==> src/hdl/stlph_pkg.sv <==
package stlph_pkg;

  localparam int TABLE_SIZE_DEF = 11;
  localparam int ADDR_W         = 16;
  localparam int SLOT_W         = 6;
  localparam int HEAD_W         = 64;
  localparam int TAIL_W         = 8;
  localparam int STATUS_W       = 3;
  localparam int HASH_KEYS      = 128;
  localparam int HASH_KEY_W     = 7;

  localparam logic OP_INSERT = 1'b0;
  localparam logic OP_SEARCH = 1'b1;

  localparam logic [STATUS_W-1:0] ST_INSERTED  = 3'd0;
  localparam logic [STATUS_W-1:0] ST_FULL      = 3'd1;
  localparam logic [STATUS_W-1:0] ST_FOUND     = 3'd2;
  localparam logic [STATUS_W-1:0] ST_NOT_FOUND = 3'd3;
  localparam logic [STATUS_W-1:0] ST_ZERO_ADDR = 3'd4;

  typedef struct packed {
    logic              op;
    logic [ADDR_W-1:0] sym_address;
    logic [HEAD_W-1:0] label_head;
    logic [TAIL_W-1:0] label_tail;
  } in_item_t;

  typedef struct packed {
    logic [STATUS_W-1:0] status;
    logic [SLOT_W-1:0]   slot;
    logic [ADDR_W-1:0]   found_address;
  } out_item_t;

  // Probe token that walks from cell to cell.
  typedef struct packed {
    logic              active;
    logic              hit;
    logic [SLOT_W-1:0] slot;
    logic [ADDR_W-1:0] found_address;
  } tok_t;

  typedef enum logic [1:0] {
    S_IDLE,
    S_PROBE,
    S_REJECT
  } ctrl_state_t;

  // Home slot for every value of the low seven address bits, built by a
  // wrapping counter so that no division is needed.
  function automatic logic [HASH_KEYS-1:0][SLOT_W-1:0] build_home_lut(input int n);
    logic [HASH_KEYS-1:0][SLOT_W-1:0] lut;
    int r;
    r = 0;
    for (int j = 0; j < HASH_KEYS; j++) begin
      lut[j] = SLOT_W'(r);
      r = (r == n - 1) ? 0 : r + 1;
    end
    return lut;
  endfunction

  // Clear every label character after the first NUL.
  function automatic logic [HEAD_W+TAIL_W-1:0] cut_label(input logic [HEAD_W-1:0] head,
                                                          input logic [TAIL_W-1:0] tail);
    logic [HEAD_W-1:0] h;
    logic              alive;
    h     = head;
    alive = 1'b1;
    for (int k = 0; k < 8; k++) begin
      if (head[HEAD_W-1-8*k -: 8] == 8'd0) alive = 1'b0;
      if (!alive) h[HEAD_W-1-8*k -: 8] = 8'd0;
    end
    return {h, (alive ? tail : 8'd0)};
  endfunction

endpackage

==> src/hdl/symbol_table_linear_probe_hash.sv <==
// An insert finishes when the probe token meets an empty cell or has visited every slot;
// a search always visits every slot; a zero-address insert is rejected through S_REJECT.
// busy is high from the accept edge until the result is registered, and a new item is only
// accepted while busy is low; the probe token visits one cell per cycle.
// Reset (synchronous, rst_n low) empties every slot and idles the controller.
// The receiver cannot stall: each result is shown for exactly one cycle.
module symbol_table_linear_probe_hash import stlph_pkg::*; #(
  parameter int TABLE_SIZE = TABLE_SIZE_DEF
) (
  input  logic      clk,
  input  logic      rst_n,
  input  logic      start,
  output logic      busy,
  input  in_item_t  in_item,
  output logic      out_valid,
  output out_item_t out_item
);

  // The table is a ring of cells, each owning one slot. An accepted item other
  // than a zero-address insert drops a single probe token into one cell: the
  // home slot for an insert, slot zero for a search. Every cycle the token
  // moves one cell forward, wrapping from the last cell to the first.
  //
  // On an insert the first empty cell the token meets claims the item and
  // the controller retires the token at once. On a search the token sweeps
  // all cells in index order, and each matching cell overwrites the match
  // carried by the token, so the last match in index order is reported.

  tok_t                  tok_out [TABLE_SIZE];
  tok_t                  tok_sum;
  in_item_t              cmd;
  logic                  kill;
  logic [TABLE_SIZE-1:0] inject;

  stlph_ctrl #(
    .TABLE_SIZE(TABLE_SIZE)
  ) u_ctrl (
    .clk      (clk),
    .rst_n    (rst_n),
    .start    (start),
    .in_item  (in_item),
    .tok_sum  (tok_sum),
    .busy     (busy),
    .cmd      (cmd),
    .kill     (kill),
    .inject   (inject),
    .out_valid(out_valid),
    .out_item (out_item)
  );

  for (genvar i = 0; i < TABLE_SIZE; i++) begin : g_cell
    localparam int PREV = (i == 0) ? TABLE_SIZE - 1 : i - 1;
    stlph_cell #(
      .IDX(i)
    ) u_cell (
      .clk    (clk),
      .rst_n  (rst_n),
      .cmd    (cmd),
      .kill   (kill),
      .inject (inject[i]),
      .tok_in (tok_out[PREV]),
      .tok_out(tok_out[i])
    );
  end

  // Only one cell holds the token, and idle cells drive zero, so an OR
  // gathers the token as it leaves whichever cell holds it this cycle.
  always_comb begin
    tok_sum = '0;
    for (int i = 0; i < TABLE_SIZE; i++) begin
      tok_sum = tok_sum | tok_out[i];
    end
  end

endmodule

==> src/hdl/stlph_cell.sv <==
module stlph_cell import stlph_pkg::*; #(
  parameter int IDX = 0
) (
  input  logic     clk,
  input  logic     rst_n,
  input  in_item_t cmd,
  input  logic     kill,
  input  logic     inject,
  input  tok_t     tok_in,
  output tok_t     tok_out
);

  tok_t              tok_r, tok_nxt;
  logic [ADDR_W-1:0] addr_r;
  logic [HEAD_W-1:0] head_r;
  logic [TAIL_W-1:0] tail_r;
  logic              empty, match, write_en;

  assign empty    = (addr_r == '0);
  assign match    = !empty && (head_r == cmd.label_head) && (tail_r == cmd.label_tail);
  assign write_en = tok_r.active && (cmd.op == OP_INSERT) && empty;

  always_comb begin
    tok_out = '0;
    if (tok_r.active) begin
      tok_out = tok_r;
      if (cmd.op == OP_INSERT) begin
        if (empty) begin
          tok_out.hit  = 1'b1;
          tok_out.slot = SLOT_W'(IDX);
        end
      end else if (match) begin
        tok_out.hit           = 1'b1;
        tok_out.slot          = SLOT_W'(IDX);
        tok_out.found_address = addr_r;
      end
    end
  end

  always_comb begin
    tok_nxt = tok_in;
    if (kill) begin
      tok_nxt = '0;
    end else if (inject) begin
      tok_nxt        = '0;
      tok_nxt.active = 1'b1;
    end
  end

  always_ff @(posedge clk) begin
    if (!rst_n) begin
      tok_r  <= '0;
      addr_r <= '0;
    end else begin
      tok_r <= tok_nxt;
      if (write_en) addr_r <= cmd.sym_address;
    end
  end

  // Labels are only compared where the address marks the slot occupied.
  always_ff @(posedge clk) begin
    if (write_en) begin
      head_r <= cmd.label_head;
      tail_r <= cmd.label_tail;
    end
  end

endmodule

==> src/hdl/stlph_ctrl.sv <==
module stlph_ctrl import stlph_pkg::*; #(
  parameter int TABLE_SIZE = TABLE_SIZE_DEF
) (
  input  logic                  clk,
  input  logic                  rst_n,
  input  logic                  start,
  input  in_item_t              in_item,
  input  tok_t                  tok_sum,
  output logic                  busy,
  output in_item_t              cmd,
  output logic                  kill,
  output logic [TABLE_SIZE-1:0] inject,
  output logic                  out_valid,
  output out_item_t             out_item
);

  localparam int CNT_W = (TABLE_SIZE > 1) ? $clog2(TABLE_SIZE) : 1;
  localparam logic [HASH_KEYS-1:0][SLOT_W-1:0] HOME_LUT = build_home_lut(TABLE_SIZE);

  ctrl_state_t        state_r, state_nxt;
  logic [CNT_W-1:0]   cnt_r, cnt_nxt;
  in_item_t           cmd_r, cmd_nxt;
  logic               out_valid_r, out_valid_nxt;
  out_item_t          out_item_r, out_item_nxt;
  logic               accept, done;
  logic [SLOT_W-1:0]  home;
  logic [HEAD_W+TAIL_W-1:0] cut;

  assign accept = start && (state_r == S_IDLE);
  assign home   = HOME_LUT[in_item.sym_address[HASH_KEY_W-1:0]];
  assign cut    = cut_label(in_item.label_head, in_item.label_tail);

  always_comb begin
    for (int i = 0; i < TABLE_SIZE; i++) begin
      if (in_item.op == OP_SEARCH) begin
        inject[i] = accept && (i == 0);
      end else begin
        inject[i] = accept && (in_item.sym_address != '0) && (home == SLOT_W'(i));
      end
    end
  end

  assign done = ((cmd_r.op == OP_INSERT) && tok_sum.hit) ||
                (cnt_r == CNT_W'(TABLE_SIZE - 1));

  always_comb begin
    state_nxt     = state_r;
    cnt_nxt       = cnt_r;
    cmd_nxt       = cmd_r;
    kill          = 1'b0;
    out_valid_nxt = 1'b0;
    out_item_nxt  = out_item_r;
    unique case (state_r)
      S_IDLE: begin
        if (start) begin
          cmd_nxt.op          = in_item.op;
          cmd_nxt.sym_address = in_item.sym_address;
          {cmd_nxt.label_head, cmd_nxt.label_tail} = cut;
          cnt_nxt             = '0;
          if ((in_item.op == OP_INSERT) && (in_item.sym_address == '0)) begin
            state_nxt = S_REJECT;
          end else begin
            state_nxt = S_PROBE;
          end
        end
      end
      S_PROBE: begin
        if (done) begin
          kill                       = 1'b1;
          out_valid_nxt              = 1'b1;
          out_item_nxt.slot          = tok_sum.hit ? tok_sum.slot : '0;
          out_item_nxt.found_address = '0;
          if (cmd_r.op == OP_INSERT) begin
            out_item_nxt.status = tok_sum.hit ? ST_INSERTED : ST_FULL;
          end else begin
            out_item_nxt.status        = tok_sum.hit ? ST_FOUND : ST_NOT_FOUND;
            out_item_nxt.found_address = tok_sum.hit ? tok_sum.found_address : '0;
          end
          state_nxt = S_IDLE;
        end else begin
          cnt_nxt = cnt_r + 1'b1;
        end
      end
      S_REJECT: begin
        out_valid_nxt              = 1'b1;
        out_item_nxt.status        = ST_ZERO_ADDR;
        out_item_nxt.slot          = '0;
        out_item_nxt.found_address = '0;
        state_nxt                  = S_IDLE;
      end
      default: state_nxt = S_IDLE;
    endcase
  end

  always_ff @(posedge clk) begin
    if (!rst_n) begin
      state_r     <= S_IDLE;
      cnt_r       <= '0;
      out_valid_r <= 1'b0;
    end else begin
      state_r     <= state_nxt;
      cnt_r       <= cnt_nxt;
      out_valid_r <= out_valid_nxt;
    end
  end

  always_ff @(posedge clk) begin
    cmd_r      <= cmd_nxt;
    out_item_r <= out_item_nxt;
  end

  assign busy      = (state_r != S_IDLE);
  assign cmd       = cmd_r;
  assign out_valid = out_valid_r;
  assign out_item  = out_item_r;

endmodule
==> config.mk <==
export PLATFORM = sky130hd
export DESIGN_NAME = symbol_table_linear_probe_hash
export DESIGN_NICKNAME = d
export VERILOG_FILES = /design/src/hdl/stlph_pkg.sv /design/src/hdl/symbol_table_linear_probe_hash.sv /design/src/hdl/stlph_cell.sv /design/src/hdl/stlph_ctrl.sv
export SDC_FILE = /design/constraint.sdc
export NUM_CORES = 2
export LEC_CHECK = 0
export BUFFER_PORTS_ARGS = -buffer_cell sky130_fd_sc_hd__buf_2
export CAP_MARGIN = 25
export CORE_AREA = 2 2 366 368
export CTS_CLUSTER_SIZE = 14
export DETAILED_ROUTE_END_ITERATION = 16
export DIE_AREA = 0 0 368 370
export SETUP_SLACK_MARGIN = 0.05
export SYNTH_ARGS = -nofsm -noshare
export SYNTH_HDL_FRONTEND = slang
export SYNTH_HIERARCHICAL = 1
export SYNTH_SLANG_ARGS = --single-unit
==> constraint.sdc <==
create_clock -name clk -period 6.58 [get_ports clk]
set_input_delay 0.329 -clock clk [delete_from_list [all_inputs] [get_ports clk]]
set_output_delay 0.329 -clock clk [all_outputs]
set_load 0.02 [all_outputs]
==> results.cfg <==
[timing]
rsz0062_at_grt = no
fin_hold_ws_ns = 0.07321
clock_skew_ns = 0.02185
drv_slew = 0
clock.fmax_ghz = 0.1881
post-route-min-period_ns = 5.316
slew_headroom_pct = 22.67
period_share_pct = 80.79
finalSetupViolCount = 0
worst_pin_slew_ns = 1.145
fin_setup_tns_ns = 0
hold_viol = 0
fin_ws_ns = 1.264

[route]
wl_microns = 188700
firstDrtPassIters = 8
routed_via_density = 5.846
vias = 40740
first_iter_violations = 5032
ant_nets = 0
drc = 0
wl_per_cell_microns = 27.08

[clocking]
cts_setup_buffers = 0
cts_sinks = 1353
clk_pin_slew_ns = 0.06
clkLatencyLatePin_ns = 0.79
cts_resized = 0
htreeDepth = 4
cts_made_buffers = 143
clk_path_buf_depth = 3
tritoncts = built
cts-root-buf = clkbuf_16

[critical_path]
startpoint_type = flop
crit_chain = buf_4, xnor2_1, nand4_1, nor4_1, nand4b_1, o31ai_1, a21oi_1, nor3_1, nand3_1, and3_1
cp.arrival_ns = 5.86
cp_max_fo = 16
path_class = reg2reg
end_kind = flop
cp.required_ns = 7.12
crit_path_max_incr_delay_ns = 0.90
crit_path_top_delay_cell = edfxtp_1

[global_route]
gr-total-overflow = 0
antenna_found_initial = 8
grt_pass1_wl_microns = 269600
first_global_vias = 38470
grt_max_degree = 130
grt_usage_pct = 27.21

[worst_hold_path]
worstHoldPathType = in2reg

[die]
die_w_microns = 368
ioPinCount = 119
start_util_pct = 44.63
rows = 134
die_height_microns = 370
core_area_sq_um = 132500
dieArea_sq_um = 136200

[synthesis]
synth_fp_nets = 4861
syn_area_sq_um = 59120
ys_warn_count = 6
syn_avg_cell_area_sq_um = 12.43
synthesis.instances = 4755

[layout]
nFillCells = 11510
nets = 5188
final_cell_mix = edfxtp_1, dfxtp_1, a21oi_1
synthToLayoutAreaGrowth_pct = 14.76
layout_commonest_cell = edfxtp_1
final_area_sq_um = 67840
drive_gt1_share_pct = 11.93
instances_no_fill = 6968
fin_util_pct = 51.22

[pwr]
design_power_total_mw = 18.65
leakage_nw = 22.33
vdd_drop_max_uv = 289.1
powerDensity_nw_per_um2 = 274.9

[place]
port-buffer-count = 118
post-place-ws_ns = 1.449
dpl.hpwl_microns = 131600
postPlaceCellArea_sq_um = 62310
gp_congestion = 1.007
dpl.cell_count = 6613

[run_status]
status = completed

[job]
max_cap_violations = 0
==> repair_timing <==
action / CTS / global route
endpoints found under the setup margin: 0 / 0
hold buffers: 86 / 0
endpoints found under the hold margin: 87 / 0
==> state kept, by name, indices dropped and copies added, names as in the netlist <==
signal,flops
g_cell.u_cell/tok_r,264
u_ctrl/out_item,25
u_ctrl/state_r,2
u_ctrl/cmd,89
g_cell.u_cell/head_r,704
g_cell.u_cell/tail_r,88
u_ctrl/out_valid,1
u_ctrl/cnt_r,4
g_cell.u_cell/addr_r,176
==> critical path: cells and delay by family (launching register included) <==
family                 cells  cell delay [ns]
AND/OR/NAND/NOR            6             2.96
buffers and inverters      1             0.40
AO/OA/AOI/OAI              2             0.65
flip-flops                 1             0.90
XOR/XNOR                   1             0.15
==> routing by layer <==
metal	share of wire, %	track usage (%)	vias up
li1	-	-	18390
met1	44	38.77	20260
met2	44	41.29	1752
met3	8.2	5.400	323
met4	3.6	9.702	6
met5	0.020	0	-
==> path summary, 6_finish.rpt <==
| kind | startpoint | endpoint | slack, ns | cells after the start |
|---|---|---|---|---|
| max | u_ctrl/cmd[55]$_SDFFCE_PN0P_ | u_ctrl/out_item[13]$_SDFFCE_PP0P_ | 1.26 | 10 |
| min | in_item[63] | u_ctrl/cmd[63]$_SDFFCE_PN0P_ | 0.07 | 2 |
| max reg2reg | u_ctrl/cmd[55]$_SDFFCE_PN0P_ | u_ctrl/out_item[13]$_SDFFCE_PP0P_ | 1.26 | 10 |
| min reg2reg | g_cell[7].u_cell/addr_r[5]$_SDFFE_PN0P_ | g_cell[7].u_cell/addr_r[5]$_SDFFE_PN0P_ | 0.52 | 2 |
==> report_power, final <==
group          leakage (nW)  internal [mW]  switching [mW]  total (mW)
sequential             11.8           9.24           0.216        9.46
combinational          8.31          0.481           0.839        1.32
clock                  2.21           4.41            3.46        7.87
==> area by class of cell <==
type                    instances  area (sq um)  area share (%)
well taps                    1768          2212           3.261
inverters                     165         621.8          0.9166
clock buffers                 202          3964           5.843
flip-flops and latches       1353         36150           53.29
multi-input cells            3028         21140           31.16
repair buffers                391          3176           4.681
diodes                          3         7.507         0.01107
clock inverters                58         568.0          0.8373
Note: power is estimated with default switching activity, not from simulation.
